File: src/hw/rtl/lkvc_pkg.sv
// ----------------------------------------------------------------------------
// lkvc_pkg
// Shared constants, opcodes and request/response types of the LRU
// key-value cache.
// ----------------------------------------------------------------------------
package lkvc_pkg;

    localparam int ENTRIES = 16;
    localparam int KeyW    = 32;
    localparam int ValW    = 32;
    localparam int CapW    = 5;
    localparam int IdxW    = (ENTRIES > 1) ? $clog2(ENTRIES) : 1;
    localparam int AgeW    = IdxW;
    localparam int CountW  = $clog2(ENTRIES + 1);
    localparam int LimW    = (CountW > CapW) ? CountW : CapW;

    localparam logic [CapW-1:0] CAP_RESET = CapW'(16);

    typedef enum logic {
        OP_GET = 1'b0,
        OP_PUT = 1'b1
    } lkvc_op_t;

    typedef struct packed {
        lkvc_op_t            op;
        logic [KeyW-1:0]     key;
        logic [ValW-1:0]     value;
    } lkvc_req_t;

    typedef struct packed {
        logic                found;
        logic [ValW-1:0]     value;
    } lkvc_resp_t;

endpackage

File: src/hw/rtl/lru_key_value_cache.sv
// ----------------------------------------------------------------------------
// lru_key_value_cache
// Fully associative 16-entry key-value cache with least-recently-used
// replacement. A get returns one result item; a put returns none.
// A get passes through the input register and then the result register.
// Throughput: one item per cycle, unless a get waits on a stalled, full result register.
// Reset clears all entries, the entry count and both pipeline registers,
// and sets the capacity to 16. No clearing pass is needed.
// ----------------------------------------------------------------------------
module lru_key_value_cache (
    input  logic                        clk,
    input  logic                        rst_n,
    input  logic                        cfg_write_en,
    input  logic [lkvc_pkg::CapW-1:0]   cfg_write_data,
    input  logic                        in_valid,
    output logic                        in_stall,
    input  logic                        opcode,
    input  logic signed [31:0]          lookup_key,
    input  logic signed [31:0]          store_value,
    output logic                        out_valid,
    input  logic                        out_stall,
    output logic                        found,
    output logic signed [31:0]          read_value
);
    import lkvc_pkg::*;

    logic [CapW-1:0] capacity_reg;
    logic            in_valid_reg;
    logic            in_valid_next;
    lkvc_req_t       in_req_reg;
    logic            out_valid_reg;
    logic            out_valid_next;
    logic            found_reg;
    logic [ValW-1:0] value_reg;
    lkvc_resp_t      resp;
    logic            advance;
    logic            accept;
    logic            load_out;

    // A put never waits on the output side; a get waits only for a free
    // result register.
    assign advance  = in_valid_reg &&
                      ((in_req_reg.op == OP_PUT) || !out_valid_reg || !out_stall);
    assign in_stall = in_valid_reg && !advance;
    assign accept   = in_valid && !in_stall;
    assign load_out = advance && (in_req_reg.op == OP_GET);

    always_comb
    begin
        in_valid_next = in_valid_reg;
        if (accept)
        begin
            in_valid_next = 1'b1;
        end
        else if (advance)
        begin
            in_valid_next = 1'b0;
        end
        out_valid_next = out_valid_reg;
        if (load_out)
        begin
            out_valid_next = 1'b1;
        end
        else if (out_valid_reg && !out_stall)
        begin
            out_valid_next = 1'b0;
        end
    end

    always_ff @(posedge clk or negedge rst_n)
    begin
        if (!rst_n)
        begin
            capacity_reg  <= CAP_RESET;
            in_valid_reg  <= 1'b0;
            out_valid_reg <= 1'b0;
        end
        else
        begin
            if (cfg_write_en)
            begin
                capacity_reg <= cfg_write_data;
            end
            in_valid_reg  <= in_valid_next;
            out_valid_reg <= out_valid_next;
        end
    end

    always_ff @(posedge clk)
    begin
        if (accept)
        begin
            in_req_reg.op    <= lkvc_op_t'(opcode);
            in_req_reg.key   <= $unsigned(lookup_key);
            in_req_reg.value <= $unsigned(store_value);
        end
        if (load_out)
        begin
            found_reg <= resp.found;
            value_reg <= resp.value;
        end
    end

    lkvc_table u_table (
        .clk      (clk),
        .rst_n    (rst_n),
        .fire     (advance),
        .req      (in_req_reg),
        .capacity (capacity_reg),
        .resp     (resp)
    );

    assign out_valid  = out_valid_reg;
    assign found      = found_reg;
    assign read_value = $signed(value_reg);

endmodule

File: src/hw/rtl/lkvc_table.sv
// ----------------------------------------------------------------------------
// lkvc_table
// Register-held entry table: parallel key match, age tracking, victim and
// free-slot selection, and the state update for one request per cycle while fire is high.
// ----------------------------------------------------------------------------
module lkvc_table (
    input  logic                       clk,
    input  logic                       rst_n,
    input  logic                       fire,
    input  lkvc_pkg::lkvc_req_t        req,
    input  logic [lkvc_pkg::CapW-1:0]  capacity,
    output lkvc_pkg::lkvc_resp_t       resp
);
    import lkvc_pkg::*;

    logic [ENTRIES-1:0] valid_reg;
    logic [ENTRIES-1:0] valid_next;
    logic [KeyW-1:0]    key_reg   [ENTRIES];
    logic [KeyW-1:0]    key_next  [ENTRIES];
    logic [ValW-1:0]    value_reg [ENTRIES];
    logic [ValW-1:0]    value_next[ENTRIES];
    logic [AgeW-1:0]    age_reg   [ENTRIES];
    logic [AgeW-1:0]    age_next  [ENTRIES];
    logic [CountW-1:0]  count_reg;
    logic [CountW-1:0]  count_next;

    logic [ENTRIES-1:0] hit_vec;
    logic               hit;
    logic [IdxW-1:0]    hit_idx;
    logic [AgeW-1:0]    hit_age;
    logic [ValW-1:0]    hit_value;
    logic [IdxW-1:0]    free_idx;
    logic [IdxW-1:0]    victim_idx;
    logic [CountW-1:0]  count_m1;
    logic [AgeW-1:0]    oldest_age;
    logic [LimW-1:0]    limit;
    logic               full;
    logic [IdxW-1:0]    slot;

    // Match, victim and free-slot search. Valid keys are distinct and valid
    // ages are distinct, so the match and victim vectors are one-hot.
    always_comb
    begin
        count_m1   = count_reg - CountW'(1);
        oldest_age = count_m1[AgeW-1:0];
        hit_idx    = '0;
        hit_age    = '0;
        hit_value  = '0;
        victim_idx = '0;
        free_idx   = '0;
        for (int i = 0; i < ENTRIES; i++)
        begin
            hit_vec[i] = valid_reg[i] && (key_reg[i] == req.key);
            if (hit_vec[i])
            begin
                hit_idx   = hit_idx | IdxW'(i);
                hit_age   = hit_age | age_reg[i];
                hit_value = hit_value | value_reg[i];
            end
            if (valid_reg[i] && (age_reg[i] == oldest_age))
            begin
                victim_idx = victim_idx | IdxW'(i);
            end
        end
        for (int i = ENTRIES - 1; i >= 0; i--)
        begin
            if (!valid_reg[i])
            begin
                free_idx = IdxW'(i);
            end
        end
        hit = |hit_vec;
    end

    // A capacity of zero acts as one; anything above the table size saturates.
    always_comb
    begin
        if (capacity == '0)
        begin
            limit = LimW'(1);
        end
        else if (LimW'(capacity) > LimW'(ENTRIES))
        begin
            limit = LimW'(ENTRIES);
        end
        else
        begin
            limit = LimW'(capacity);
        end
        full = LimW'(count_reg) >= limit;
        slot = full ? victim_idx : free_idx;
    end

    assign resp.found = hit;
    assign resp.value = hit_value;

    always_comb
    begin
        valid_next = valid_reg;
        count_next = count_reg;
        for (int i = 0; i < ENTRIES; i++)
        begin
            key_next[i]   = key_reg[i];
            value_next[i] = value_reg[i];
            age_next[i]   = age_reg[i];
        end
        if (fire)
        begin
            if (hit)
            begin
                // Touch: entries younger than the hit entry age by one.
                for (int i = 0; i < ENTRIES; i++)
                begin
                    if (valid_reg[i] && !hit_vec[i] && (age_reg[i] < hit_age))
                    begin
                        age_next[i] = age_reg[i] + AgeW'(1);
                    end
                end
                age_next[hit_idx] = '0;
                if (req.op == OP_PUT)
                begin
                    value_next[hit_idx] = req.value;
                end
            end
            else if (req.op == OP_PUT)
            begin
                for (int i = 0; i < ENTRIES; i++)
                begin
                    if (valid_reg[i])
                    begin
                        age_next[i] = age_reg[i] + AgeW'(1);
                    end
                end
                valid_next[slot] = 1'b1;
                key_next[slot]   = req.key;
                value_next[slot] = req.value;
                age_next[slot]   = '0;
                if (!full)
                begin
                    count_next = count_reg + CountW'(1);
                end
            end
        end
    end

    always_ff @(posedge clk or negedge rst_n)
    begin
        if (!rst_n)
        begin
            valid_reg <= '0;
            count_reg <= '0;
        end
        else
        begin
            valid_reg <= valid_next;
            count_reg <= count_next;
        end
    end

    always_ff @(posedge clk)
    begin
        for (int i = 0; i < ENTRIES; i++)
        begin
            key_reg[i]   <= key_next[i];
            value_reg[i] <= value_next[i];
            age_reg[i]   <= age_next[i];
        end
    end

endmodule

File: config.mk
export PLATFORM = sky130hd
export DESIGN_NAME = lru_key_value_cache
export DESIGN_NICKNAME = d
export VERILOG_FILES = /design/src/hw/rtl/lkvc_pkg.sv /design/src/hw/rtl/lru_key_value_cache.sv /design/src/hw/rtl/lkvc_table.sv
export SDC_FILE = /design/constraint.sdc
export NUM_CORES = 2
export LEC_CHECK = 0
export ABC_AREA = 1
export BUFFER_PORTS_ARGS = -buffer_cell sky130_fd_sc_hd__buf_4
export CORE_MARGIN = 5
export CORE_UTILIZATION = 40
export DETAILED_ROUTE_END_ITERATION = 7
export PLACE_DENSITY = 0.64
export SLEW_MARGIN = 20
export SYNTH_ARGS = -nofsm -noshare
export SYNTH_HDL_FRONTEND = slang
export SYNTH_SLANG_ARGS = --single-unit
File: constraint.sdc
create_clock -name clk -period 14.9 [get_ports clk]
set_clock_uncertainty 0.1 [all_clocks]
set_input_delay 1.49 -clock clk [delete_from_list [all_inputs] [get_ports clk]]
set_output_delay 1.49 -clock clk [all_outputs]
set_load 0.05 [all_outputs]
Yosys cells after proc, flatten, opt, wreduce, memory -nomap -nowiden:

Memory sizes are Yosys's and may differ from the RTL's.
Index checks and enable logic that the tools add are counted.

* add/sub/neg operators: 18
* multiply operators: 0
* divide/modulo/power cells: 0
* order comparisons: 24
* eq/ne operators: 31
* shifts and indexed selects: 0
* mux-type cells: 220
* bitwise operators: 40
* reductions and logical operators: 99

Operator list (count)
* $mux 512: 7
* $bwmux 512: 3
* $mux 4: 163
* $mux 32: 18
* $eq 32x32->1: 16
* $or 32x32->32: 15
* $demux 32 s4: 2
* $mux 64: 3
* $and 64x64->64: 2
* $not 64->64: 2
* $logic_and 1x1->1: 71
* $add 4x1->4 const B: 16
* $lt 4x4->1: 16
* $eq 4x4->1: 15
* $or 4x4->4: 15
* $demux 4 s4: 2
* $mux 3: 8
* $logic_not 1->1: 20
* $or 16x16->16: 1
* $reduce_or 16->1: 1
* $ge 5x5->1 const B: 2
* $lt 5x1->1 const B: 2
* $mux 5: 2
* $not 4->5: 2
* 15 further kinds: 28

* flip-flop bits (word level): 126
* latch bits: 0
* bits in writable memories: 1088
* memory bits (read-only): 0
* input port bits: 75
* memories: 3

Memories
* u_table.key_reg: words 16, width 32, read ports 16, clocked after Yosys merged registers in 0, wr ports 16, line lkvc_table.sv:18 `logic [KeyW-1:0] key_reg [ENTRIES];`
* u_table.value_reg: words 16, width 32, read ports 16, clocked after Yosys merged registers in 0, wr ports 16, line lkvc_table.sv:20 `logic [ValW-1:0] value_reg [ENTRIES];`
* u_table.age_reg: words 16, width 4, read ports 16, clocked after Yosys merged registers in 0, wr ports 16, line lkvc_table.sv:22 `logic [AgeW-1:0] age_reg [ENTRIES];`

Logic depth before layout (Yosys ltp):

An unclocked memory read counts as a cell.

* depth after elaboration: 42
* gate-level depth with buffers: 24
* depth with buffers taken out: 21

Cells and area by module:

Synthesis repeated with hierarchy kept, for this count alone.

* cell total of the unflattened synthesis: 5679
* area, all modules: 59295.6 µm²

Modules (own cells, without submodules)
* lkvc_table: times used 1, cells each 5545, area each 56041.2 µm², seq. area each 33196.8 µm²
* lru_key_value_cache: times used 1, cells each 134, area each 3254.4 µm², seq. area each 3119.2 µm²

Worst setup path before layout:

No wires, ideal clock.

* kind: reg2reg
* start point: register, netlist name in_req_reg[59]
* end point: memory u_table.age_reg[0][0] (netlist name) (enable)
* data arrival time: 5289 ps
* required time: 14293 ps
* path slack: 9004 ps
* stages on the path, launching flop included: 18
* path buffers: 3
* period minus slack after synthesis: 5896 ps
* path through: edfxtp_1 > buf_4 > buf_4 > nand2_1 > nand2_1 > nand2_1 > nor2_1 > nand2_1 > nor2_1 > nand2_1 > nor2_4 > inv_2 > nand2_1 > inv_2 > nand4_4 > nor2_4 > buf_4 > a21oi_1

RTL lines (line)
* end, declared: lkvc_table.sv:22

==> flow_summary.yaml <==
place:
  gp_congestion: 0.946
  dp_cells: 7546
  dpl.hpwl_mm: 112
  place_area_um2: 61900
  place.port_buffers: 109
global_routing:
  grt_pass1_wl_mm: 274
  track_usage_pct: 23.4
  grt_max_degree: 56
  antenna_found_initial: 3
  grt_overflow_total: 0
  grt_pass1_vias: 41700
timing:
  period_share_pct: 50.6
  rsz0062_at_grt: "no"
  period_needed_ns: 7.54
  finalMaxSlewViolations: 0
  hold_viol: 0
  slew_headroom_pct: 23.2
  tightest_slew_ns: 1.15
  tns_ns: 0
  fmax_ghz: 0.133
  finalSetupViolCount: 0
yosys:
  synth_xor_area_share_pct: 6.38
  synth.net_count: 5849
  synthesis.area_um2: 59100
  synth_edf_count: 1186
  ys_ff_latch: 1214
  async_reset_ff_share_pct: 2.31
  postSynthAreaPerCell_um2: 10.4
  syn_inst: 5703
  muxShareOfSynthArea_pct: 0.0190
  seq_area_frac_synth_pct: 61.4
  synth_flop_cell: "edfxtp_1"
  synth-adder-area-share_pct: 1.50
  ys_warn_count: 0
  synth_top_family_by_area: "simple AND/OR/NAND/NOR gates"
  synth_compound_area_share_pct: 5.31
  synthSimpleGateAreaFrac_pct: 20.2
  yosysUniqueCellTypes: 56
clock_network:
  cts_max_path_buffers: 3
  root_buffer: "clkbuf_16"
  clock_latency_ns: 0.79
  cts_buffers: 136
  clkTransAtPathRegs_ns: 0.06
  htree_levels: 4
  ctsHoldBuffers: 0
  postCtsResizedCells: 0
  clock_sinks: 1214
  post_cts_buffers: 0
  cts_tree: "yes"
routing:
  dr.first_iter.drc_count: 5294
  viasPerCell: 5.60
  route.vias.total: 43600
  drc_errors: 0
  drtAntennaViolNets: 0
  dr.pass1.iters: 8
  drt_wl_total_mm: 187
  wire_per_inst_um: 24.1
die:
  die_area_um2: 156000
  row_count: 141
  io_pins: 110
  initial_utilization_pct: 40.2
  die_h_um: 395
  coreArea_um2: 147000
  die_x_um: 395
power:
  ir_worst_vdd_mv: 0.184
  total_power_uw: 10600
  p_leak_uw: 0.0259
  powerDensity_nw_per_um2: 160
setup_path:
  max_stage_delay_ns: 1.05
  path_buf_inv: 4
  ff2ff_setup_slack_ns: 7.36
  worstRegToRegCells: 18
  crit_required_ns: 15.19
  cp_max_fo: 33
  path_cells: "inv_2 > ha_1 > inv_1 > a22oi_1 > o211ai_1 > nor2_1 > o21ai_1 > nand2_1 > nor2_1 > nand2_1 > nand2_1 > nand2_1 > inv_1 > nor2_1 > nand4_1 > nand2_1 > inv_2 > nor2_4"
  cp-end-kind: "flop"
  crit_family: "simple AND/OR/NAND/NOR gates"
  slowest_stage: "ha_1"
  crit_top_cell: "nand2_1"
  reg2reg_to: "u_table.value_reg[1][151]"
  worstPathArrival_ns: 7.82
  path_class: "flop to flop"
  cp-start-kind: "flop"
  r2r_start: "u_table.count_reg[0]"
worst_hold_path:
  hold_end: "capacity_reg[1]"
  worstHoldStart: "capacity_reg[1]"
  min_path_cells: 1
  hold_class: "flop to flop"
final_layout:
  num_antenna_cells: 0
  drive_above_1_share_pct: 9.75
  fillers: 13500
  final_nets: 5904
  final_area_um2: 66300
  area_growth_pct: 12.1
  final_cells: 7789
run_status:
  status: "complete, no violations"
run:
  maxCapViolations: 0
synth_stat cells (20+ instances only):
cell type / n / area [µm²]
a21boi_0: 32 / 240
a21oi_1: 22 / 110
a221oi_1: 20 / 175
a22o_1: 67 / 587
a32o_1: 96 / 961
buf_2: 92 / 460
buf_4: 54 / 405
buf_6: 25 / 282
clkbuf_1: 119 / 447
dfrtp_1: 27 / 676
edfxtp_1: 1186 / 35600
ha_1: 71 / 888
inv_1: 321 / 1200
inv_2: 64 / 240
nand2_1: 1610 / 6040
nand3_1: 316 / 1580
nand4_1: 120 / 751
nor2_1: 713 / 2680
nor3_1: 53 / 265
nor4_1: 30 / 188
o21ai_0: 77 / 385
o22ai_1: 28 / 175
xnor2_1: 388 / 3400
xor2_1: 43 / 377
cell usage in the layout, fill, tap and decap left out, drive strengths merged, types with 7 or more instances in the layout:
cell type	count
ha	71
inv	391
edfxtp	1186
bufinv	7
a22o	67
a21oi	35
and2	8
nor3	54
a2111oi	9
buf	214
a221oi	20
o22ai	28
xnor2	388
or2	12
nor4	30
dfrtp	27
a21boi	32
xor2	43
clkinv	50
nand2	1623
nor2	725
nand3	318
clkbuf	175
nand4	123
a32o	96
o21bai	16
o21ai	83
logic make-up (layout without fill, tap and decap cells):
group,Yosys count,in the layout
AOI/OAI and AO/OA,403,403
xor gates and xnor gates,431,431
adders and majority gates,71,71
buffers and inverters,685,841
DFF,1214,1214
muxes,1,1
and+or+nand+nor,2898,2898
layout make-up:
type	count	area [µm²]	area share, %
Sequential cell	1214	36300	54.8
Multi-Input combinational cell	3804	20000	30.2
Clock buffer	175	3660	5.53
Tap cell	1930	2410	3.64
Timing Repair Buffer	214	1770	2.67
Inverter	388	1460	2.20
Clock inverter	64	629	0.949
power breakdown:
| part | switching, µW | total [µW] | leakage (µW) | internal, µW |
|---|---|---|---|---|
| clock | 1410 | 3280 | 0.00209 | 1870 |
| combinational | 1990 | 2670 | 0.0124 | 676 |
| sequential | 294 | 4670 | 0.0114 | 4380 |
per-layer routing:
| metal | part of all wire [%] | global-route usage (%) | wire length (µm) |
|---|---|---|---|
| met1 | 40 | 31.9 | 75300 |
| met3 | 11 | 5.32 | 20200 |
| met2 | 45 | 36.7 | 84900 |
| met4 | 3.7 | 8.56 | 6950 |
| met5 | 0 | 0 | 0 |
worst register-to-register path: cells and delay by family (launching register included):
family,cells,cell delay (ns)
adders and majority gates,1,1.06
DFF,1,1.03
AOI/OAI and AO/OA,3,0.65
and+or+nand+nor,10,2.67
buffers and inverters,4,1.64
through the flow:
stage,hold WS [ns],setup slack (ns),util [%]
2_1_floorplan,0.404,9.00,-
3_3_place_gp,0.446,7.51,41.9
3_5_place_dp,0.453,7.47,42.0
4_1_cts,0.464,7.46,44.9
5_1_grt,0.482,7.24,45.0
6_report,0.458,7.36,45.0
how the worst max path moves through the flow:
| stage | startpoint | endpoint | slack [ns] | cells past startpoint |
|---|---|---|---|---|
| detailed placement | u_table.count_reg[0] | u_table.value_reg[0][142] | 7.47 | 16 |
| CTS | u_table.count_reg[0] | u_table.value_reg[0][133] | 7.46 | 16 |
| global placement | u_table.count_reg[0] | u_table.value_reg[1][19] | 7.51 | 16 |
| floorplan | in_req_reg[59] | u_table.age_reg[0][0] | 9.00 | 17 |
| finish | u_table.count_reg[0] | u_table.value_reg[1][151] | 7.36 | 18 |
| global route | u_table.count_reg[0] | u_table.value_reg[1][151] | 7.24 | 18 |
(Power assumes the default switching activity.)
